## src/rtl/core/rcsum_pkg.sv

```systemverilog
// Shared types and constants for the recurrence byte checksum core.
`default_nettype none

package rcsum_pkg;

    // Offset added to the first byte of a message.
    localparam logic [15:0] FIRST_OFFSET = 16'd7;
    // Position multipliers for the two coefficients (taken mod 256).
    localparam logic [7:0]  ALPHA_STEP   = 8'd17;
    localparam logic [7:0]  BETA_STEP    = 8'd31;
    // Checksum modulus.
    localparam logic [16:0] MODULUS      = 17'd65535;
    // 1 + 257 * 65535: makes a negative difference nonnegative and applies the
    // +1 that the 64-bit wrap contributes (2^64 mod 65535 == 1).
    localparam logic [25:0] WRAP_BIAS    = 26'd16842496;

    // One classified request handed from the front to the back.
    typedef struct packed {
        logic [7:0] data_byte;
        logic       last;
        logic       first;
        logic [7:0] alpha;
        logic [7:0] beta;
    } t_item;

endpackage

`default_nettype wire

```

## src/rtl/core/rcsum_front.sv

```systemverilog
// Front end: accepts bytes, tracks message position, derives the coefficients.
`default_nettype none

module rcsum_front (
    input  wire                 i_clk,
    input  wire                 i_rst_n,
    input  wire                 i_valid,
    input  wire  [7:0]          i_data_byte,
    input  wire                 i_last,
    output logic                o_ready,
    output logic                o_push_valid,
    output rcsum_pkg::t_item    o_push_item,
    input  wire                 i_push_ready
);

    logic       r_at_start;
    logic       n_at_start;
    logic [7:0] r_position;
    logic [7:0] n_position;
    logic       accept;

    assign o_ready      = i_push_ready;
    assign o_push_valid = i_valid;
    assign accept       = i_valid && i_push_ready;

    always_comb begin
        o_push_item.data_byte = i_data_byte;
        o_push_item.last      = i_last;
        o_push_item.first     = r_at_start;
        // low 8 bits of the product are the mod-256 coefficient
        o_push_item.alpha     = 8'(r_position * rcsum_pkg::ALPHA_STEP);
        o_push_item.beta      = 8'(r_position * rcsum_pkg::BETA_STEP);
    end

    // Position is 0 at the first byte, so one increment covers both cases.
    always_comb begin
        n_at_start = r_at_start;
        n_position = r_position;
        if (accept) begin
            n_at_start = i_last;
            n_position = i_last ? 8'd0 : r_position + 8'd1;
        end
    end

    always_ff @(posedge i_clk) begin
        if (!i_rst_n) begin
            r_at_start <= 1'b1;
            r_position <= 8'd0;
        end else begin
            r_at_start <= n_at_start;
            r_position <= n_position;
        end
    end

endmodule

`default_nettype wire

```

## src/rtl/core/rcsum_queue.sv

```systemverilog
// Short request queue between the front and back units.
`default_nettype none

module rcsum_queue #(
    parameter int DEPTH = 2
) (
    input  wire                 i_clk,
    input  wire                 i_rst_n,
    input  wire                 i_push_valid,
    input  rcsum_pkg::t_item    i_push_item,
    output logic                o_push_ready,
    output logic                o_pop_valid,
    output rcsum_pkg::t_item    o_pop_item,
    input  wire                 i_pop_ready
);

    localparam int AW = (DEPTH > 1) ? $clog2(DEPTH) : 1;
    localparam int CW = $clog2(DEPTH + 1);

    rcsum_pkg::t_item r_slots [DEPTH];
    logic [AW-1:0]    r_wr_ptr;
    logic [AW-1:0]    n_wr_ptr;
    logic [AW-1:0]    r_rd_ptr;
    logic [AW-1:0]    n_rd_ptr;
    logic [CW-1:0]    r_count;
    logic [CW-1:0]    n_count;
    logic             push;
    logic             pop;

    assign o_push_ready = (r_count != CW'(DEPTH));
    assign o_pop_valid  = (r_count != '0);
    assign o_pop_item   = r_slots[r_rd_ptr];
    assign push         = i_push_valid && o_push_ready;
    assign pop          = o_pop_valid && i_pop_ready;

    always_comb begin
        n_wr_ptr = r_wr_ptr;
        n_rd_ptr = r_rd_ptr;
        n_count  = r_count;
        if (push) begin
            n_wr_ptr = (r_wr_ptr == AW'(DEPTH - 1)) ? '0 : r_wr_ptr + AW'(1);
        end
        if (pop) begin
            n_rd_ptr = (r_rd_ptr == AW'(DEPTH - 1)) ? '0 : r_rd_ptr + AW'(1);
        end
        if (push && !pop) begin
            n_count = r_count + CW'(1);
        end else if (pop && !push) begin
            n_count = r_count - CW'(1);
        end
    end

    always_ff @(posedge i_clk) begin
        if (!i_rst_n) begin
            r_wr_ptr <= '0;
            r_rd_ptr <= '0;
            r_count  <= '0;
        end else begin
            r_wr_ptr <= n_wr_ptr;
            r_rd_ptr <= n_rd_ptr;
            r_count  <= n_count;
        end
    end

    always_ff @(posedge i_clk) begin
        if (push) begin
            r_slots[r_wr_ptr] <= i_push_item;
        end
    end

endmodule

`default_nettype wire

```

## src/rtl/core/rcsum_back.sv

```systemverilog
// Back end: runs the recurrence and holds the checksum output register.
`default_nettype none

module rcsum_back (
    input  wire                 i_clk,
    input  wire                 i_rst_n,
    input  wire                 i_pop_valid,
    input  rcsum_pkg::t_item    i_pop_item,
    output logic                o_pop_ready,
    output logic                o_valid,
    output logic [15:0]         o_checksum,
    input  wire                 i_ready
);

    logic        r_out_valid;
    logic        n_out_valid;
    logic [15:0] r_checksum;
    logic [15:0] r_newer;
    logic [15:0] n_newer;
    logic [15:0] r_older;
    logic [15:0] n_older;
    logic        exec;

    logic [8:0]         coef;
    logic [24:0]        prod_a;
    logic [23:0]        prod_b;
    logic signed [25:0] diff;
    logic [25:0]        biased;
    logic [16:0]        fold;
    logic [15:0]        next_term;

    assign o_pop_ready = !r_out_valid || i_ready;
    assign exec        = i_pop_valid && o_pop_ready;
    assign o_valid     = r_out_valid;
    assign o_checksum  = r_checksum;

    // (coef * newer - beta * older) mod 65535, with the 64-bit wrap of a
    // negative difference folded into the bias.
    always_comb begin
        coef   = {1'b0, i_pop_item.data_byte} + {1'b0, i_pop_item.alpha};
        prod_a = coef * r_newer;
        prod_b = i_pop_item.beta * r_older;
        diff   = $signed({1'b0, prod_a}) - $signed({2'b00, prod_b});
        biased = diff[25] ? 26'(diff) + rcsum_pkg::WRAP_BIAS : 26'(diff);
        // 2^16 == 1 mod 65535: add the high part onto the low part
        fold   = {1'b0, biased[15:0]} + {8'd0, biased[24:16]};
        if (fold >= rcsum_pkg::MODULUS) begin
            fold = fold - rcsum_pkg::MODULUS;
        end
        next_term = fold[15:0];
    end

    always_comb begin
        n_newer     = r_newer;
        n_older     = r_older;
        n_out_valid = r_out_valid && !i_ready;
        if (exec) begin
            if (i_pop_item.first) begin
                n_newer = {8'd0, i_pop_item.data_byte} + rcsum_pkg::FIRST_OFFSET;
                n_older = 16'd1;
            end else begin
                n_newer = next_term;
                n_older = r_newer;
            end
            if (i_pop_item.last) begin
                n_out_valid = 1'b1;
            end
        end
    end

    always_ff @(posedge i_clk) begin
        if (!i_rst_n) begin
            r_out_valid <= 1'b0;
            r_newer     <= 16'd1;
            r_older     <= 16'd1;
        end else begin
            r_out_valid <= n_out_valid;
            r_newer     <= n_newer;
            r_older     <= n_older;
        end
    end

    always_ff @(posedge i_clk) begin
        if (exec && i_pop_item.last) begin
            r_checksum <= n_newer;
        end
    end

endmodule

`default_nettype wire

```

## src/rtl/core/recurrence_byte_checksum_core.sv

```systemverilog
// Recurrence byte checksum: one byte per cycle in, one 16-bit checksum per message out.
// Bytes stream in on i_valid/o_ready, one request per cycle while the queue has room;
// i_last marks the final byte, and o_valid rises with that message's checksum once the
// last byte has passed the queue and the back unit has registered its result. The rate
// is set by the back unit, which does the multiply, subtract and mod-65535 fold for one
// byte per cycle while no checksum is stalled; a QUEUE_DEPTH-entry queue lets up to
// QUEUE_DEPTH bytes in while a finished checksum waits to be taken.
`default_nettype none

module recurrence_byte_checksum_core #(
    parameter int QUEUE_DEPTH = 2
) (
    input  wire         i_clk,
    input  wire         i_rst_n,
    input  wire         i_valid,
    output logic        o_ready,
    input  wire  [7:0]  i_data_byte,
    input  wire         i_last,
    output logic        o_valid,
    input  wire         i_ready,
    output logic [15:0] o_checksum
);

    logic             push_valid;
    logic             push_ready;
    rcsum_pkg::t_item push_item;
    logic             pop_valid;
    logic             pop_ready;
    rcsum_pkg::t_item pop_item;

    rcsum_front u_front (
        .i_clk        (i_clk),
        .i_rst_n      (i_rst_n),
        .i_valid      (i_valid),
        .i_data_byte  (i_data_byte),
        .i_last       (i_last),
        .o_ready      (o_ready),
        .o_push_valid (push_valid),
        .o_push_item  (push_item),
        .i_push_ready (push_ready)
    );

    rcsum_queue #(
        .DEPTH (QUEUE_DEPTH)
    ) u_queue (
        .i_clk        (i_clk),
        .i_rst_n      (i_rst_n),
        .i_push_valid (push_valid),
        .i_push_item  (push_item),
        .o_push_ready (push_ready),
        .o_pop_valid  (pop_valid),
        .o_pop_item   (pop_item),
        .i_pop_ready  (pop_ready)
    );

    rcsum_back u_back (
        .i_clk       (i_clk),
        .i_rst_n     (i_rst_n),
        .i_pop_valid (pop_valid),
        .i_pop_item  (pop_item),
        .o_pop_ready (pop_ready),
        .o_valid     (o_valid),
        .o_checksum  (o_checksum),
        .i_ready     (i_ready)
    );

endmodule

`default_nettype wire

```

## config.mk

```make
export PLATFORM = sky130hd
export DESIGN_NAME = recurrence_byte_checksum_core
export DESIGN_NICKNAME = d
export VERILOG_FILES = /design/src/rtl/core/rcsum_pkg.sv /design/src/rtl/core/rcsum_front.sv /design/src/rtl/core/rcsum_queue.sv /design/src/rtl/core/rcsum_back.sv /design/src/rtl/core/recurrence_byte_checksum_core.sv
export SDC_FILE = /design/constraint.sdc
export NUM_CORES = 1
export LEC_CHECK = 0
export BUFFER_PORTS_ARGS = -buffer_cell sky130_fd_sc_hd__buf_2
export CAP_MARGIN = 0
export CORE_MARGIN = 4
export CORE_UTILIZATION = 46
export DETAILED_ROUTE_END_ITERATION = 12
export PLACE_DENSITY = 0.64
export SLEW_MARGIN = 20
export SYNTH_ARGS = -nofsm -noshare
export SYNTH_HDL_FRONTEND = slang
export SYNTH_SLANG_ARGS = --single-unit
```

## constraint.sdc

```tcl
create_clock -name i_clk -period 12.7 [get_ports i_clk]
set_input_delay 2.54 -clock i_clk [delete_from_list [all_inputs] [get_ports i_clk]]
set_output_delay 2.54 -clock i_clk [all_outputs]
set_load 0.005 [all_outputs]
```

==> results.md <==
- Status: completed
- Fin cells: 2153
- Final ANT Viol Nets: 0
- Drt pass-1 iters: 5
- Final Hold Violating Endpoints: 0
- Final Worst Setup Slack: 576 ps
- Worst-Margin Slew: 1020 ps
- CP startpoint kind: register
- Slowest stage cell, crit path: fa_1
- Critical Path Max Stage Delay: 550 ps
- Global-route usage over all layers: 21.7%
- Most frequent cell after synthesis: inv_1
- Dominant cells by area after synthesis: fa_1 31%, edfxtp_1 13%, ha_1 9.3%
- CTS tree: built
- Vias after detailed routing: 11500
- Layout cells sized above 1: 10.5%
- N_diodes: 0
- Util after Layout: 51.3%
- Fmax achieved: 82.5 MHz
- # setup viols final: 0
- CP required: 12880 ps
- DRT iter0 DRCs: 567
- Arr. time, crit path: 12310 ps
- Post-synth top cells: 309 x inv_1, 238 x fa_1, 165 x nand2_1, 116 x ha_1, 101 x and2_1
- Vias in the first global route: 12000
- Final period utilization: 95.5%
- Worst-skew pair later-pin latency: 440 ps
- Max_cap viols: 0
- Clock sink count: 113
- Clock-pin slew on the worst setup and hold paths: 60 ps
- Die Height: 192 um
- Post-synth top area cell: fa_1
- Grt ovf: 0
- DP Worst Slack: -59.9 ps
- Share of the synthesized area in the top cell type: 30.5%
- Yosys cell types: 83
- Number of synthesized flops with an enable pin: 66
- H-tree depth: 4
- Clk root buf: clkbuf_16
- Die ar.: 0.0369 mm^2
- Initial antenna violation count: 1
- Clk_skew: 17.1 ps
- Synthesized area per cell: 9.43 um^2
- Post-DR wirelength/cell: 17.8 um
- Fraction of registers with async set/reset: 0%
- Area Overhead vs Synth: 10.2%
- Mapped Nets: 2021
- Synthesized area: 0.0156 mm^2
- Largest net degree at the start of global routing: 40
- Layout Nets: 2059
- I/O Pins: 31
- Top_reg_cell synth: edfxtp_1
- Flops & latches, synth: 113
- Buffers added on ports: 30
- Worst Hold Class: register to register
- Total Wirelength: 38300 um
- CTS Buffer Depth: 2
- Critical path endpoint category: register
- Initial core utilization: 46.5%
- GP Congestion: 0.901
- Core area: 0.0335 mm^2
- First-pass GRT wire length: 62700 um
- Total CTS buffers: 17
- HPWL after DPL: 31000 um
- Chip Width: 192 um
- RSZ-0062 raised after global routing: false
- Max-slew violation count: 0
- DR vias/cell: 5.33
- Placed Cells: 2116
- Cells after Synth: 1654
- Slew HR: 31.6%
- Ys Warns: 0
- Crit path kind: register to register
- Maximum fanout along the worst path: 26
- Drc violations: 0
- Post-layout minimum cycle time: 12120 ps
- Row count: 67
- Seq/Total Area, Yosys: 18.7%
[per-stage QoR]
stage	setup TNS, ps	hold WS, ps	instance area, um^2
floorplan	0	426	15600
global placement	0	444	16400
detailed placement	-135	458	16400
CTS	0	471	17000
global route	0	485	17200
finish	0	472	17200
[registers in the layout, indices dropped and copies added (netlist names), named ones only]
name and count:
u_back.o_checksum 16, u_back.o_valid 1, u_back.r_newer 16, u_back.r_older 16, u_front.r_at_start 1, u_front.r_position 8
u_queue.r_count 2, u_queue.r_rd_ptr 1, u_queue.r_slots 50, u_queue.r_wr_ptr 1
[final cells by class]
class,instances,area (um^2)
clock buffers,19,464
fillers,3143,16300
multi-input cells,1171,11400
repair buffers,79,543
clock inverters,13,133
flip-flops and latches,113,2920
inverters,310,1160
well taps,448,561
[cells in the final DEF, fill, tap and decap left out, types with 24 or more instances in the layout]
| master | netlist | final |
|---|---|---|
| a21oi_1 | 48 | 41 |
| and2_1 | 101 | 101 |
| buf_2 | 8 | 30 |
| buf_4 | 0 | 47 |
| dfxtp_1 | 47 | 47 |
| edfxtp_1 | 66 | 66 |
| fa_1 | 238 | 238 |
| ha_1 | 116 | 115 |
| inv_1 | 309 | 309 |
| nand2_1 | 165 | 165 |
| nand2b_1 | 24 | 24 |
| nor2_1 | 74 | 71 |
| nor2b_1 | 51 | 51 |
| xnor2_1 | 58 | 54 |
| xor2_1 | 26 | 26 |
[layer usage]
| layer | track usage [%] | share of wire, % | up-vias |
|---|---|---|---|
| met5 | 0 | 0.034 | - |
| met4 | 7.05 | 2.7 | 2 |
| met3 | 3.82 | 5.3 | 74 |
| met2 | 36.7 | 50 | 292 |
| met1 | 28.3 | 42 | 5766 |
| li1 | - | - | 5338 |
[logic make-up after synthesis]
logic type | count (synthesis) | synth area share [%]
DFF | 113 | 18.7
xor gates and xnor gates | 84 | 4.72
AOI/OAI and AO/OA | 190 | 8.52
adders and majority gates | 354 | 39.8
and+or+nand+nor | 509 | 16.9
muxes | 34 | 2.32
buffers and inverters | 370 | 8.99
[path summary, 6_finish.rpt]
kind	cells past startpoint	from	endpoint	slack [ps]
worst max register to register	48	register	u_back.o_checksum[13]$_DFFE_PP_	580
worst max-delay path	48	register	u_back.o_checksum[13]$_DFFE_PP_	580
worst min-delay path	0	u_front.r_at_start$_SDFFE_PN1P_	u_queue.r_slots[1][16]$_DFFE_PP_	470
worst min register to register	0	u_front.r_at_start$_SDFFE_PN1P_	u_queue.r_slots[1][16]$_DFFE_PP_	470
[worst max-delay path, delay by kind of cell, from the launching register on]
| family | cells | cell delay (ps) |
|---|---|---|
| AO/OA/AOI/OAI | 18 | 3700 |
| XOR/XNOR | 2 | 280 |
| adder cells (fa/ha/maj) | 9 | 4090 |
| buffers and inverters | 9 | 900 |
| flip-flops | 1 | 360 |
| multiplexers | 1 | 290 |
| AND/OR/NAND/NOR | 9 | 2230 |
[what timing repair did]
action,in CTS,in global routing
pin swaps,0,4
hold endpoints to repair,0,0
resized for setup,2,27
endpoints found under the setup margin,5,32
hold buffers,0,0
setup buffers,0,5
Power is left out: the tool's default activity adds up to more than one toggle a clock period on the data nets, which glitch-free logic cannot reach.
